<file path="src/mur_pkg.sv">
// mini uart register block: shared types, register and operation codes, fifo sizing
// no dependencies; imported by every module in src
package mur_pkg;

  localparam int FIFO_DEPTH = 8;
  localparam int PTR_W = (FIFO_DEPTH > 1) ? $clog2(FIFO_DEPTH) : 1;
  localparam int CNT_W = $clog2(FIFO_DEPTH + 1);
  localparam logic [CNT_W-1:0] CNT_FULL = CNT_W'(FIFO_DEPTH);

  localparam logic [7:0] DLAB_BIT = 8'h80;
  localparam logic [7:0] MSR_VALUE = 8'h10;
  localparam logic [7:0] CNTL_RESET = 8'h03;

  localparam int S_DATA_W = 32;
  localparam int M_DATA_W = 48;

  typedef enum logic [1:0] {
    OP_READ     = 2'd0,
    OP_WRITE    = 2'd1,
    OP_RX_BYTE  = 2'd2,
    OP_TX_DRAIN = 2'd3
  } op_t;

  typedef enum logic [3:0] {
    REG_IRQ     = 4'd0,
    REG_ENABLES = 4'd1,
    REG_IO      = 4'd2,
    REG_IER     = 4'd3,
    REG_IIR     = 4'd4,
    REG_LCR     = 4'd5,
    REG_MCR     = 4'd6,
    REG_LSR     = 4'd7,
    REG_MSR     = 4'd8,
    REG_SCRATCH = 4'd9,
    REG_CNTL    = 4'd10,
    REG_STAT    = 4'd11,
    REG_BAUD    = 4'd12
  } reg_idx_t;

  typedef enum logic [1:0] {
    ID_NONE     = 2'd0,
    ID_TX_EMPTY = 2'd1,
    ID_RX_DATA  = 2'd2
  } int_id_t;

  typedef struct packed {
    logic [7:0]  rx_byte;
    logic [15:0] write_data;
    logic [3:0]  reg_index;
    logic [1:0]  operation;
  } req_t;

  typedef struct packed {
    logic        irq;
    logic [7:0]  tx_byte;
    logic        tx_valid;
    logic [31:0] read_data;
  } rsp_t;

  typedef struct packed {
    logic push;
    logic pop;
    logic flush;
  } fifo_ctrl_t;

  typedef struct packed {
    logic [CNT_W-1:0] count;
    logic [CNT_W-1:0] count_next;
  } fifo_stat_t;

endpackage

</file>
<file path="src/mini_uart_register_block.sv">
// mini uart register block top level: request register, core decode, two fifos, result register
// depends on mur_pkg, mur_fifo and mur_core
//
// usage:
//   s_axis carries one request per accepted beat: a register read, a register write,
//   a byte arriving from the receive line, or the transmitter draining one byte.
//   m_axis returns exactly one result per request, in order: read data, the drained
//   byte with its valid flag, and the interrupt line as it stands after the request.
//   requests pass the request register, then the result register; the block takes
//   one request per cycle for as long as results are taken, since each request is
//   decoded by shallow logic between the request register and the result register.
//   when m_axis_tready is low the result register holds, the request register fills,
//   and then s_axis_tready drops until the result is taken; nothing is lost.
//   reset clears both fifos and all registers (cntl to 0x03, msr reads 0x10); the
//   block comes up disabled, with reads returning 0 until enables bit 0 is written.
//   fifo contents are not cleared, only their counts and heads.
module mini_uart_register_block (
  input  logic                          clk,
  input  logic                          rst,
  input  logic                          s_axis_tvalid,
  output logic                          s_axis_tready,
  // operation[1:0], reg_index[5:2], write_data[21:6], rx_byte[29:22], zero pad
  input  logic [mur_pkg::S_DATA_W-1:0]  s_axis_tdata,
  output logic                          m_axis_tvalid,
  input  logic                          m_axis_tready,
  // read_data[31:0], tx_valid[32], tx_byte[40:33], irq[41], zero pad
  output logic [mur_pkg::M_DATA_W-1:0]  m_axis_tdata
);
  import mur_pkg::*;

  req_t       req;
  logic       req_valid;
  rsp_t       rsp;
  rsp_t       rsp_q;
  logic       rsp_valid;
  logic       advance;
  fifo_ctrl_t rx_ctrl;
  fifo_ctrl_t tx_ctrl;
  fifo_stat_t rx_stat;
  fifo_stat_t tx_stat;
  logic [7:0] rx_data;
  logic [7:0] tx_data;

  assign advance       = req_valid && (!rsp_valid || m_axis_tready);
  assign s_axis_tready = !req_valid || advance;

  always_ff @(posedge clk) begin
    if (rst) begin
      req_valid <= 1'b0;
    end else if (s_axis_tvalid && s_axis_tready) begin
      req_valid <= 1'b1;
    end else if (advance) begin
      req_valid <= 1'b0;
    end
  end

  always_ff @(posedge clk) begin
    if (s_axis_tvalid && s_axis_tready) begin
      req <= req_t'(s_axis_tdata[$bits(req_t)-1:0]);
    end
  end

  always_ff @(posedge clk) begin
    if (rst) begin
      rsp_valid <= 1'b0;
    end else if (advance) begin
      rsp_valid <= 1'b1;
    end else if (m_axis_tready) begin
      rsp_valid <= 1'b0;
    end
  end

  always_ff @(posedge clk) begin
    if (advance) begin
      rsp_q <= rsp;
    end
  end

  mur_core u_core (
    .clk     (clk),
    .rst     (rst),
    .fire    (advance),
    .req     (req),
    .rx_stat (rx_stat),
    .tx_stat (tx_stat),
    .rx_data (rx_data),
    .tx_data (tx_data),
    .rx_ctrl (rx_ctrl),
    .tx_ctrl (tx_ctrl),
    .rsp     (rsp)
  );

  mur_fifo u_rx_fifo (
    .clk     (clk),
    .rst     (rst),
    .ctrl    (rx_ctrl),
    .wr_byte (req.rx_byte),
    .rd_byte (rx_data),
    .stat    (rx_stat)
  );

  mur_fifo u_tx_fifo (
    .clk     (clk),
    .rst     (rst),
    .ctrl    (tx_ctrl),
    .wr_byte (req.write_data[7:0]),
    .rd_byte (tx_data),
    .stat    (tx_stat)
  );

  assign m_axis_tvalid = rsp_valid;
  assign m_axis_tdata  = M_DATA_W'(rsp_q);

endmodule

</file>
<file path="src/mur_fifo.sv">
// byte fifo with head pointer and fill count, used for both receive and transmit
// depends on mur_pkg for depth and control/status structs
module mur_fifo (
  input  logic                clk,
  input  logic                rst,
  input  mur_pkg::fifo_ctrl_t ctrl,
  input  logic [7:0]          wr_byte,
  output logic [7:0]          rd_byte,
  output mur_pkg::fifo_stat_t stat
);
  import mur_pkg::*;

  logic [7:0]       store [FIFO_DEPTH];
  logic [PTR_W-1:0] head;
  logic [PTR_W-1:0] head_next;
  logic [PTR_W-1:0] wr_ptr;
  logic [CNT_W-1:0] count;
  logic [CNT_W-1:0] count_next;
  logic [CNT_W:0]   wr_sum;
  logic             push_ok;
  logic             pop_ok;

  assign push_ok = ctrl.push && (count != CNT_FULL) && !ctrl.flush;
  assign pop_ok  = ctrl.pop && (count != '0) && !ctrl.flush;

  always_comb begin
    wr_sum = (CNT_W+1)'(head) + (CNT_W+1)'(count);
    if (wr_sum >= (CNT_W+1)'(FIFO_DEPTH)) begin
      wr_ptr = PTR_W'(wr_sum - (CNT_W+1)'(FIFO_DEPTH));
    end else begin
      wr_ptr = PTR_W'(wr_sum);
    end
  end

  always_comb begin
    head_next  = head;
    count_next = count;
    if (ctrl.flush) begin
      head_next  = '0;
      count_next = '0;
    end else begin
      if (pop_ok) begin
        head_next = (head == PTR_W'(FIFO_DEPTH - 1)) ? '0 : head + 1'b1;
      end
      count_next = count + CNT_W'(push_ok) - CNT_W'(pop_ok);
    end
  end

  always_ff @(posedge clk) begin
    if (rst) begin
      head  <= '0;
      count <= '0;
    end else begin
      head  <= head_next;
      count <= count_next;
    end
  end

  always_ff @(posedge clk) begin
    if (push_ok) begin
      store[wr_ptr] <= wr_byte;
    end
  end

  assign rd_byte         = store[head];
  assign stat.count      = count;
  assign stat.count_next = count_next;

  a_count_bound: assert property (@(posedge clk) disable iff (rst)
    count <= CNT_FULL) else $error("fifo count above depth");

  a_flush_empties: assert property (@(posedge clk) disable iff (rst)
    ctrl.flush |=> (count == '0) && (head == '0)) else $error("flush left data");

  a_push_grows: assert property (@(posedge clk) disable iff (rst)
    (ctrl.push && !ctrl.pop && !ctrl.flush && count != CNT_FULL)
      |=> count == $past(count) + 1'b1) else $error("push lost");

  a_empty_pop_holds: assert property (@(posedge clk) disable iff (rst)
    (ctrl.pop && !ctrl.push && !ctrl.flush && count == '0)
      |=> $stable(head) && count == '0) else $error("pop on empty moved head");

endmodule

</file>
<file path="src/mur_core.sv">
// register file and access decode: enables, ier, lcr, mcr, scratch, cntl, baud, overrun
// depends on mur_pkg; drives the two mur_fifo instances through control structs
module mur_core (
  input  logic                clk,
  input  logic                rst,
  input  logic                fire,
  input  mur_pkg::req_t       req,
  input  mur_pkg::fifo_stat_t rx_stat,
  input  mur_pkg::fifo_stat_t tx_stat,
  input  logic [7:0]          rx_data,
  input  logic [7:0]          tx_data,
  output mur_pkg::fifo_ctrl_t rx_ctrl,
  output mur_pkg::fifo_ctrl_t tx_ctrl,
  output mur_pkg::rsp_t       rsp
);
  import mur_pkg::*;

  logic [7:0]  enable_bits, enable_bits_next;
  logic [7:0]  int_enable, int_enable_next;
  logic [7:0]  line_control, line_control_next;
  logic [7:0]  modem_control, modem_control_next;
  logic [7:0]  scratch_byte, scratch_byte_next;
  logic [7:0]  extra_control, extra_control_next;
  logic [15:0] baud_divisor, baud_divisor_next;
  logic        overrun_flag, overrun_flag_next;

  fifo_ctrl_t  rx_op;
  fifo_ctrl_t  tx_op;
  logic [7:0]  lo;
  logic        en;
  logic        dlab;
  int_id_t     id;
  logic [31:0] rd;
  logic        tv;
  logic [7:0]  tb;
  logic        irq_next;

  function automatic int_id_t calc_id(input logic [7:0] ier, input logic [CNT_W-1:0] rxc,
                                      input logic [CNT_W-1:0] txc);
    int_id_t r;
    if (ier[1] && txc == '0) begin
      r = ID_TX_EMPTY;
    end else if (ier[0] && rxc != '0) begin
      r = ID_RX_DATA;
    end else begin
      r = ID_NONE;
    end
    return r;
  endfunction

  assign lo   = req.write_data[7:0];
  assign en   = enable_bits[0];
  assign dlab = (line_control & DLAB_BIT) != 8'h00;
  assign id   = calc_id(int_enable, rx_stat.count, tx_stat.count);

  always_comb begin
    enable_bits_next   = enable_bits;
    int_enable_next    = int_enable;
    line_control_next  = line_control;
    modem_control_next = modem_control;
    scratch_byte_next  = scratch_byte;
    extra_control_next = extra_control;
    baud_divisor_next  = baud_divisor;
    overrun_flag_next  = overrun_flag;
    rx_op = '0;
    tx_op = '0;
    rd    = '0;
    tv    = 1'b0;
    tb    = '0;
    case (req.operation)
      OP_READ: begin
        if (en) begin
          case (req.reg_index)
            REG_IRQ:     rd = 32'(id != ID_NONE);
            REG_ENABLES: rd = 32'(enable_bits);
            REG_IO: begin
              if (dlab) begin
                line_control_next = line_control & ~DLAB_BIT;
                rd = 32'(baud_divisor[7:0]);
              end else if (rx_stat.count != '0) begin
                rx_op.pop = 1'b1;
                rd = 32'(rx_data);
              end
            end
            REG_IER:     rd = dlab ? 32'(baud_divisor[15:8]) : 32'(int_enable);
            REG_IIR:     rd = {24'h0, 2'b11, 3'b000, id, id == ID_NONE};
            REG_LCR:     rd = 32'(line_control);
            REG_MCR:     rd = 32'(modem_control);
            REG_LSR: begin
              rd = {25'h0, tx_stat.count == '0, tx_stat.count != CNT_FULL, 3'b000,
                    overrun_flag, rx_stat.count != '0};
              overrun_flag_next = 1'b0;
            end
            REG_MSR:     rd = 32'(MSR_VALUE);
            REG_SCRATCH: rd = 32'(scratch_byte);
            REG_CNTL:    rd = 32'(extra_control);
            REG_STAT: begin
              rd = {8'(tx_stat.count), 8'(rx_stat.count), 6'h00,
                    (rx_stat.count == '0) && (tx_stat.count == '0),
                    tx_stat.count == '0, 2'b00,
                    tx_stat.count == CNT_FULL, overrun_flag,
                    tx_stat.count == '0, rx_stat.count == '0,
                    tx_stat.count != CNT_FULL, rx_stat.count != '0};
            end
            REG_BAUD:    rd = 32'(baud_divisor);
            default:     rd = '0;
          endcase
        end
      end
      OP_WRITE: begin
        if (!en) begin
          if (req.reg_index == REG_ENABLES) begin
            enable_bits_next = lo;
          end
        end else begin
          case (req.reg_index)
            REG_ENABLES: enable_bits_next = lo;
            REG_IO: begin
              if (dlab) begin
                line_control_next = line_control & ~DLAB_BIT;
                baud_divisor_next = {baud_divisor[15:8], lo};
              end else begin
                tx_op.push = 1'b1;
              end
            end
            REG_IER: begin
              if (dlab) begin
                baud_divisor_next = {lo, baud_divisor[7:0]};
              end else begin
                int_enable_next = lo;
              end
            end
            REG_IIR: begin
              rx_op.flush = req.write_data[1];
              tx_op.flush = req.write_data[2];
            end
            REG_LCR:     line_control_next = lo;
            REG_MCR:     modem_control_next = lo;
            REG_SCRATCH: scratch_byte_next = lo;
            REG_CNTL:    extra_control_next = lo;
            REG_BAUD:    baud_divisor_next = req.write_data;
            default:     ;
          endcase
        end
      end
      OP_RX_BYTE: begin
        rx_op.push = 1'b1;
        if (rx_stat.count == CNT_FULL) begin
          overrun_flag_next = 1'b1;
        end
      end
      OP_TX_DRAIN: begin
        tx_op.pop = 1'b1;
        if (tx_stat.count != '0) begin
          tv = 1'b1;
          tb = tx_data;
        end
      end
      default: ;
    endcase
  end

  assign rx_ctrl = fire ? rx_op : '0;
  assign tx_ctrl = fire ? tx_op : '0;

  assign irq_next = enable_bits_next[0] &&
    (calc_id(int_enable_next, rx_stat.count_next, tx_stat.count_next) != ID_NONE);

  assign rsp.read_data = rd;
  assign rsp.tx_valid  = tv;
  assign rsp.tx_byte   = tb;
  assign rsp.irq       = irq_next;

  always_ff @(posedge clk) begin
    if (rst) begin
      enable_bits   <= '0;
      int_enable    <= '0;
      line_control  <= '0;
      modem_control <= '0;
      scratch_byte  <= '0;
      extra_control <= CNTL_RESET;
      baud_divisor  <= '0;
      overrun_flag  <= 1'b0;
    end else if (fire) begin
      enable_bits   <= enable_bits_next;
      int_enable    <= int_enable_next;
      line_control  <= line_control_next;
      modem_control <= modem_control_next;
      scratch_byte  <= scratch_byte_next;
      extra_control <= extra_control_next;
      baud_divisor  <= baud_divisor_next;
      overrun_flag  <= overrun_flag_next;
    end
  end

  a_disabled_quiet: assert property (@(posedge clk) disable iff (rst)
    (fire && !en && req.operation == OP_READ) |-> rd == '0 && !rx_ctrl.pop)
    else $error("read while disabled had effect");

  a_io_clears_dlab: assert property (@(posedge clk) disable iff (rst)
    (fire && en && dlab && req.reg_index == REG_IO &&
     (req.operation == OP_READ || req.operation == OP_WRITE)) |=> !dlab)
    else $error("dlab not cleared by io access");

  a_full_rx_overrun: assert property (@(posedge clk) disable iff (rst)
    (fire && req.operation == OP_RX_BYTE && rx_stat.count == CNT_FULL) |=> overrun_flag)
    else $error("overrun not flagged");

endmodule

</file>
<file path="config.mk">
export PLATFORM = sky130hd
export DESIGN_NAME = mini_uart_register_block
export DESIGN_NICKNAME = d
export VERILOG_FILES = /design/src/mur_pkg.sv /design/src/mini_uart_register_block.sv /design/src/mur_fifo.sv /design/src/mur_core.sv
export SDC_FILE = /design/constraint.sdc
export NUM_CORES = 1
export LEC_CHECK = 0
export BUFFER_PORTS_ARGS = -buffer_cell sky130_fd_sc_hd__buf_2
export CAP_MARGIN = 20
export CORE_UTILIZATION = 30
export CTS_CLUSTER_SIZE = 14
export DETAILED_ROUTE_END_ITERATION = 6
export MAX_ROUTING_LAYER = met4
export PLACE_DENSITY_LB_ADDON = 0.25
export SKIP_LAST_GASP = 1
export SYNTH_ARGS = -nofsm -noshare
export SYNTH_HDL_FRONTEND = slang
export SYNTH_SLANG_ARGS = --single-unit
export TNS_END_PERCENT = 30
</file>
<file path="constraint.sdc">
create_clock -name clk -period 12 [get_ports clk]
set_input_delay 3.6 -clock clk [delete_from_list [all_inputs] [get_ports clk]]
set_output_delay 3.6 -clock clk [all_outputs]
set_load 0.02 [all_outputs]
</file>
==> results.cfg, run 1 <==
[clock_network]
cts_tree = yes
path_clk_slew_ns = 0.06
cts_made_buffers = 30
htreeDepth = 1
clock-sinks = 276
cts_setup_buffers = 0
cts_hold_buffers = 0
clockBufferDepth = 3
clockRootBuffer = clkbuf_16
clock_latency_ns = 0.56
post_cts_resized = 0

[routing]
drtPass1Iterations = 5
ant_nets = 0
routed_wl_um = 29100
viasPerCell = 4.80
via_count = 7082
post-route-drc-count = 0
drt_iter0_drc = 410
wl_per_cell_um = 19.7

[sta]
hold_violations = 0
setup_tns_ns = 0
tightest_slew_ns = 1.00
period_minus_slack_ns = 7.69
setup_slack_ns = 4.31
drv_slew = 0
period_share_pct = 64.1
rsz0062_at_grt = false
fmax_mhz = 130
relSlewSlack_pct = 33.0
finalSetupViolCount = 0
skew_ns = 0.0150

[placed_design]
io_buffers = 69
gp_congestion = 0.813
post-place-ws_ns = 4.31
dp_hpwl_um = 19000
placed_area_um2 = 12700

[yosys]
synth_mux_area_share_pct = 13.2
synth-xor-area-share_pct = 0.813
synth_area_um2 = 11900
synth_top_family_by_area = multiplexers
synthAdderAreaFrac_pct = 2.47
synth_compound_area_share_pct = 6.12
synth_edf_count = 192
yosys_warnings = 0
synthArstFlopShare_pct = 0
ys.flop_type = edfxtp_1
synth_seq_cells = 276
yosysSeqAreaShare_pct = 62.8
yosys.area_share.simple_pct = 10.8
syn-instance-count = 873
synth_cell_type_count = 68
synth.avg_cell_area_um2 = 13.6

[floorplanning]
die_w_um = 201
rows = 72
dieArea_um2 = 40300
io_pins = 86
fp.dieH_um = 201
initial_utilization_pct = 30.5
core-area_um2 = 38800

[pwr]
power_density_nw_per_um2 = 154
p_leak_nw = 4.59
power_mw = 2.11
ir_drop_uv = 105

[final_layout]
fill_cells = 3742
nets = 991
n_antenna_cell = 0
design_area_um2 = 13700
syn2layout_area_growth_pct = 15.6
layout_commonest_cell = edfxtp_1
final_cell_mix = 192 x edfxtp_1, 108 x nor2_1, 84 x dfxtp_1, 73 x mux2i_1, 69 x buf_2
drive_gt1_share_pct = 20.7

[worst_setup_path]
cp_max_fo = 2
cp_data_required_time_ns = 8.40
crit_start = m_axis_tready
cp.arrival_ns = 4.09
reg2reg_to = m_axis_tdata[41]
worstPathCellList = buf_2 > nor2b_1 > nand2_1 > buf_2
critPathSlowestCell = buf_2
cpMostUsedCell = buf_2
rrSetupSlack_ns = 8.21
crit_end = s_axis_tready
criticalPathCategory = in2out
r2r_start = m_axis_tvalid
setup.worst_path.start_class = primary input
setup.worst_path.end_class = output port
slowest_delay_ns = 0.17
reg2reg_depth = 11

[global_routing]
grt_max_degree = 70
grt_pass1_vias = 7151
grt.overflow.total = 0
grt_util_all_layers_pct = 14.9
grt_first_pass_wirelength_um = 44200
antenna_found_initial = 0

[worst_hold_path]
hold_path_class = reg2reg

[job]
max_cap_violations = 0

[outcome]
status = finished clean
==> cell usage after synthesis (4+ instances only) <==
library cell / number / share of area [%]
mux2i_1: 73 / 6.2
a41oi_1: 4 / 0.30
buf_2: 15 / 0.63
a31oi_1: 10 / 0.53
mux4_2: 31 / 5.9
mux2_2: 12 / 1.1
o21ai_0: 9 / 0.38
nor3_1: 18 / 0.76
xnor2_1: 7 / 0.52
a211oi_1: 8 / 0.51
nor3_4: 4 / 0.55
fa_1: 4 / 0.68
nor2b_1: 14 / 0.74
and3_1: 9 / 0.47
nand2_1: 48 / 1.5
nor2_1: 108 / 3.4
buf_4: 16 / 1.0
and2_1: 4 / 0.21
nand3_1: 10 / 0.42
clkbuf_1: 32 / 1.0
ha_1: 17 / 1.8
dfxtp_1: 84 / 14
a22oi_1: 13 / 0.82
xor2_1: 4 / 0.30
edfxtp_1: 192 / 49
o22ai_1: 4 / 0.21
a221oi_1: 4 / 0.30
nand2b_1: 8 / 0.42
inv_1: 23 / 0.73
a21oi_1: 23 / 0.97
==> cell type report <==
type | instances | area, um^2 | share of cell area (%)
tap | 518 | 648 | 4.73
clock inverter | 14 | 164 | 1.20
clock buffer | 42 | 857 | 6.26
timing repair buffer | 83 | 450 | 3.29
sequential | 276 | 7450 | 54.4
multi-input combinational | 518 | 4040 | 29.5
inverter | 25 | 93.8 | 0.685
==> how the worst min path moves through the flow <==
stage                            from                endpoint  cells past startpoint
6_report       u_core.line_control[3]  u_core.line_control[3]                      2
5_1_grt        u_core.line_control[3]  u_core.line_control[3]                      2
4_1_cts        u_core.line_control[4]  u_core.line_control[4]                      2
3_5_place_dp   u_core.line_control[4]  u_core.line_control[4]                      2
3_3_place_gp   u_core.line_control[3]  u_core.line_control[3]                      2
2_1_floorplan  u_core.line_control[0]  u_core.line_control[0]                      2
==> cell families after synthesis <==
group                    count (synthesis)
buffers and inverters                   92
XOR/XNOR                                11
AO/OA/AOI/OAI                          104
AND/OR/NAND/NOR                        252
multiplexers                           116
flip-flops                             276
adder cells (fa/ha/maj)                 21
other                                    1
==> where the power goes <==
part	switching, mW	internal [mW]	leakage [nW]
logic	0.0754	0.0377	1.65
clock network	0.380	0.564	0.495
registers	0.0160	1.03	2.45
==> layer usage <==
metal  up-vias  GRT usage [%]  wire, um
li1       3350              -         -
met4         0           4.85       751
met1      3539           18.7     12800
met5         -              -         0
met3        38           1.93      1100
met2       155           24.9     14500
==> per-stage QoR <==
| stage | instances | hold WS (ns) | utilization [%] |
|---|---|---|---|
| floorplan | 886 | 0.432 | - |
| global placement | 1420 | 0.442 | 32.7 |
| detailed placement | 1420 | 0.448 | 32.7 |
| CTS | 1476 | 0.457 | 35.3 |
| global route | 1476 | 0.474 | 35.3 |
| finish | 1476 | 0.455 | 35.3 |
==> state kept, by name (all words and copies together), names as in the netlist, 16 cells and up, named ones only <==
name / count
u_rx_fifo.store: 64
u_core.baud_divisor: 16
u_tx_fifo.store: 64
req: 30
m_axis_tdata: 34
==> critical path, delay by kind of cell <==
kind / cells / cell delay [ns]
buf+inv: 2 / 0.28
simple gates: 2 / 0.21
No activity file was read; power rests on OpenSTA's default activity.
==> run 2: changes to the inputs <==
==> constraint.sdc (replaced) <==
create_clock -name clk -period 6.94 [get_ports clk]
set_input_delay 2.082 -clock clk [delete_from_list [all_inputs] [get_ports clk]]
set_output_delay 2.082 -clock clk [all_outputs]
set_load 0.02 [all_outputs]
==> run 2 against run 1 <==
Net effect:
- cell count unchanged
- global-route usage about the same
- design area is 0.32% lower
- sequential share of layout area rose by 0.17 points
- non-clock buffer count rose by 2
- critical path type unchanged
- largest cell class unchanged
- setup slack worse by 2.0 ns
- wire length increased by 0.47%
==> results.cfg, run 2 (synthesis gave the netlist of run 1 again) <==
[sta]
finalSetupViolCount = 0
hold_violations = 0
drv_slew = 0
skew_ns = 0.0138
tightest_slew_ns = 1.01
rsz0062_at_grt = false
period_minus_slack_ns = 4.65
whs_ns = 0.458
setup_tns_ns = 0
relSlewSlack_pct = 32.3
period_share_pct = 67.0
fmax_mhz = 215

[global_routing]
grt_pass1_vias = 7133
antenna_found_initial = 0
grt_max_degree = 70
grt_first_pass_wirelength_um = 44200
grt.overflow.total = 0
grt_util_all_layers_pct = 14.9

[worst_setup_path]
cp_max_fo = 2
criticalPathCategory = in2out
cp.arrival_ns = 2.57
reg2reg_depth = 11
setup.worst_path.start_class = primary input
setup.worst_path.end_class = output port
cp_data_required_time_ns = 4.86

[placed_design]
dp_hpwl_um = 19000
io_buffers = 69
gp_congestion = 0.827

[routing]
drt_iter0_drc = 464
post-route-drc-count = 0
routed_wl_um = 29200
wl_per_cell_um = 19.8
drtPass1Iterations = 5
viasPerCell = 4.82
ant_nets = 0
via_count = 7118

[final_layout]
final_cell_mix = 192 x edfxtp_1, 108 x nor2_1, 84 x dfxtp_1, 73 x mux2i_1, 69 x buf_2
drive_gt1_share_pct = 20.1
n_antenna_cell = 0
nets = 993
syn2layout_area_growth_pct = 15.2
layout_commonest_cell = edfxtp_1

[clock_network]
clockBufferDepth = 3
path_clk_slew_ns = 0.06
clock_latency_ns = 0.56
clock-sinks = 276
cts_setup_buffers = 0
htreeDepth = 1
post_cts_resized = 0
cts_tree = yes
cts_hold_buffers = 0
clockRootBuffer = clkbuf_16
cts_made_buffers = 30

[pwr]
pwr-share-seq_pct = 50.5
power_density_nw_per_um2 = 263
p_int_mw = 2.79
pwr-share-comb_pct = 5.5
power_switching_mw = 0.806
p_leak_nw = 4.58
swShare_pct = 22.4
ir_drop_uv = 171
clock_power_share_pct = 44.0

[floorplanning]
initial_utilization_pct = 30.5
die_w_um = 201
io_pins = 86
fp.dieH_um = 201
rows = 72
dieArea_um2 = 40300
core-area_um2 = 38800

[job]
max_cap_violations = 0

[worst_hold_path]
hold_path_class = reg2reg
whs_path_depth = 2

[outcome]
status = finished clean
[run 2: routing by layer]
metal / track usage [%] / routed length (um) / vias to the layer above
li1: - / - / 3358
met1: 18.8 / 12900 / 3532
met2: 24.6 / 14300 / 169
met3: 2.05 / 1120 / 59
met4: 4.91 / 871 / 0
met5: - / 0 / -
[run 2: layout make-up]
cell class	count	area (um^2)
sequential	276	7450
inverter	25	93.8
clock inverter	15	156
multi-input combinational	518	4030
clock buffer	39	816
tap	518	648
timing repair buffer	85	465
fill	3743	25200
[run 2: worst max-delay path, stage by stage]
cell and delay (ns):
buf_2 0.10, nor2b_1 0.13, nand2_1 0.08, buf_2 0.17
[run 2: through the flow]
step | total power, mW | instances | area, um^2 | util, % | setup WS [ns]
floorplan | 1.98 | 886 | 11900 | - | 1.85
global placement | 2.05 | 1422 | 12700 | 32.7 | 1.91
detailed placement | 2.05 | 1422 | 12700 | 32.7 | 1.89
CTS | 3.64 | 1476 | 13700 | 35.2 | 2.29
global route | 3.72 | 1476 | 13700 | 35.2 | 2.25
finish | 3.60 | 1476 | 13700 | 35.2 | 2.29
[run 2: final timing paths]
path / startpoint / endpoint / slack, ns
max: m_axis_tready / s_axis_tready / 2.29
min: u_core.line_control[3] / u_core.line_control[3] / 0.46
max reg2reg: req[3] / m_axis_tdata[41] / 3.31
min reg2reg: u_core.line_control[3] / u_core.line_control[3] / 0.46
[run 2: power groups by stage]
stage	Combinational (mW)	Sequential, mW	Clock [mW]
floorplan	0.126	1.85	0
global placement	0.196	1.85	0
detailed placement	0.197	1.85	0
CTS	0.198	1.82	1.62
global route	0.213	1.82	1.69
finish	0.197	1.82	1.58
==> run 3: changes to the inputs <==
==> constraint.sdc (replaced) <==
create_clock -name clk -period 4.1 [get_ports clk]
set_input_delay 1.23 -clock clk [delete_from_list [all_inputs] [get_ports clk]]
set_output_delay 1.23 -clock clk [all_outputs]
set_load 0.02 [all_outputs]
==> run 3 against run 2 <==
Net effect:
- sequential cell count is the same
- largest cell class unchanged
- clock-buffer cell count grew 2
- total power grew 68%
- critical path depth grew 9
- critical path type is now reg2reg
==> results.cfg, run 3 (synthesis gave the netlist of run 1 again) <==
[clock_network]
cts_hold_buffers = 0
cts_tree = yes
path_clk_slew_ns = 0.06
clock_latency_ns = 0.56
clockBufferDepth = 3
cts_setup_buffers = 0
post_cts_resized = 0
cts_made_buffers = 30
clock-sinks = 276
htreeDepth = 1
clockRootBuffer = clkbuf_16

[worst_setup_path]
path_delay_family = simple AND/OR/NAND/NOR gates
cp_data_required_time_ns = 4.39
reg2reg_depth = 13
setup.worst_path.start_class = flip-flop
critPathBufInv = 2
cp_max_fo = 8
r2r_start = u_rx_fifo.count[2]
cpMostUsedCell = ha_1
critPathSlowestCell = fa_1
criticalPathCategory = reg2reg
cp.arrival_ns = 3.65
rrSetupSlack_ns = 0.74
worstPathCellList = inv_1 > ha_1 > nor3b_1 > buf_4 > nor3_4 > and3_4 > xnor2_1 > ha_1 > fa_1 > xor2_1 > or3_1 > o2111ai_1 > o21ai_1
reg2reg_to = m_axis_tdata[41]
worstSetupPathDepth = 13
slowest_delay_ns = 0.38
crit_end = m_axis_tdata[41]
crit_start = u_rx_fifo.count[2]
setup.worst_path.end_class = flip-flop

[sta]
skew_ns = 0.0249
drv_slew = 0
fmax_mhz = 298
rsz0062_at_grt = false
hold_violations = 0
period_share_pct = 82.0
relSlewSlack_pct = 33.8
tightest_slew_ns = 0.993
setup_tns_ns = 0
finalSetupViolCount = 0
period_minus_slack_ns = 3.36

[pwr]
power_density_nw_per_um2 = 436
p_leak_nw = 4.72
ir_drop_uv = 267

[floorplanning]
io_pins = 86
dieArea_um2 = 40300
fp.dieH_um = 201
core-area_um2 = 38800
initial_utilization_pct = 30.5
die_w_um = 201
rows = 72

[final_layout]
regArea_um2 = 7450
design_area_um2 = 13900
layout_commonest_cell = edfxtp_1
multi_input_area_um2 = 4040
nets = 1020
syn2layout_area_growth_pct = 17.0
fill_cells = 3746
final_cell_mix = 192 x edfxtp_1, 108 x nor2_1, 84 x dfxtp_1, 73 x mux2i_1, 69 x buf_2
drive_gt1_share_pct = 22.5

[global_routing]
grt.met3_usage_pct = 2.27
grt-busiest-layer = met2
grt_first_pass_wirelength_um = 45200
use_met2_pct = 24.8
grt_max_degree = 37
grt.overflow.total = 0
grt_util_met1_pct = 19.6
antenna_found_initial = 1
grt_util_all_layers_pct = 15.2
grt_pass1_vias = 7370

[outcome]
status = finished clean

[placed_design]
placed_area_um2 = 12900
dp_hpwl_um = 19900
io_buffers = 69
gp_congestion = 0.849

[routing]
ant_nets = 0
routed_wl_um = 29900
post-route-drc-count = 0
drt_iter0_drc = 566
wl_per_cell_um = 19.9
viasPerCell = 4.80
via_count = 7225
drtPass1Iterations = 5

[job]
max_cap_violations = 0

[worst_hold_path]
hold_path_class = reg2reg
run 3: worst min path at each step:
stage                                      start                     end  cells after the start
final                     u_core.line_control[0]  u_core.line_control[0]                      2
after CTS                 u_core.line_control[0]  u_core.line_control[0]                      2
after global placement    u_core.line_control[3]  u_core.line_control[3]                      2
after floorplan           u_core.line_control[0]  u_core.line_control[0]                      2
after detailed placement  u_core.line_control[0]  u_core.line_control[0]                      2
after global routing      u_core.line_control[0]  u_core.line_control[0]                      2
run 3: worst min-delay path, stage by stage (launching register included):
cell     delay, ns
dfxtp_1       0.31
nand2_1       0.05
a21oi_1       0.05
run 3: per-stage QoR:
step	power [mW]	hold slack [ns]	setup WS (ns)	utilization, %	cells
2_1_floorplan	3.35	0.432	0.00209	-	886
3_3_place_gp	3.48	0.441	0.402	33.2	1449
3_5_place_dp	3.48	0.452	0.362	33.2	1449
4_1_cts	6.12	0.459	0.732	35.7	1503
5_1_grt	6.26	0.479	0.535	35.7	1504
6_report	6.05	0.461	0.739	35.7	1504
run 3: layout make-up:
type                            instances  area share (%)
Antenna cell                            1          0.0180
Inverter                               25           0.704
Timing Repair Buffer                  112            4.82
Tap cell                              518            4.67
Clock inverter                         13           0.767
Clock buffer                           41            6.23
Multi-Input combinational cell        518            29.1
Sequential cell                       276            53.7
run 3: metal layers:
metal  wire length [um]  vias to the layer above
li1                   -                     3406
met1              13200                     3568
met2              14400                      207
met3               1490                       44
met4                776                        0
met5                  0                        -
run 3: power by group:
part | internal, mW | leakage (nW) | switching, mW | total [mW]
registers | 3.03 | 2.45 | 0.0509 | 3.08
clock network | 1.54 | 0.471 | 1.09 | 2.63
logic | 0.117 | 1.80 | 0.221 | 0.339
total | 4.68 | 4.72 | 1.37 | 6.05
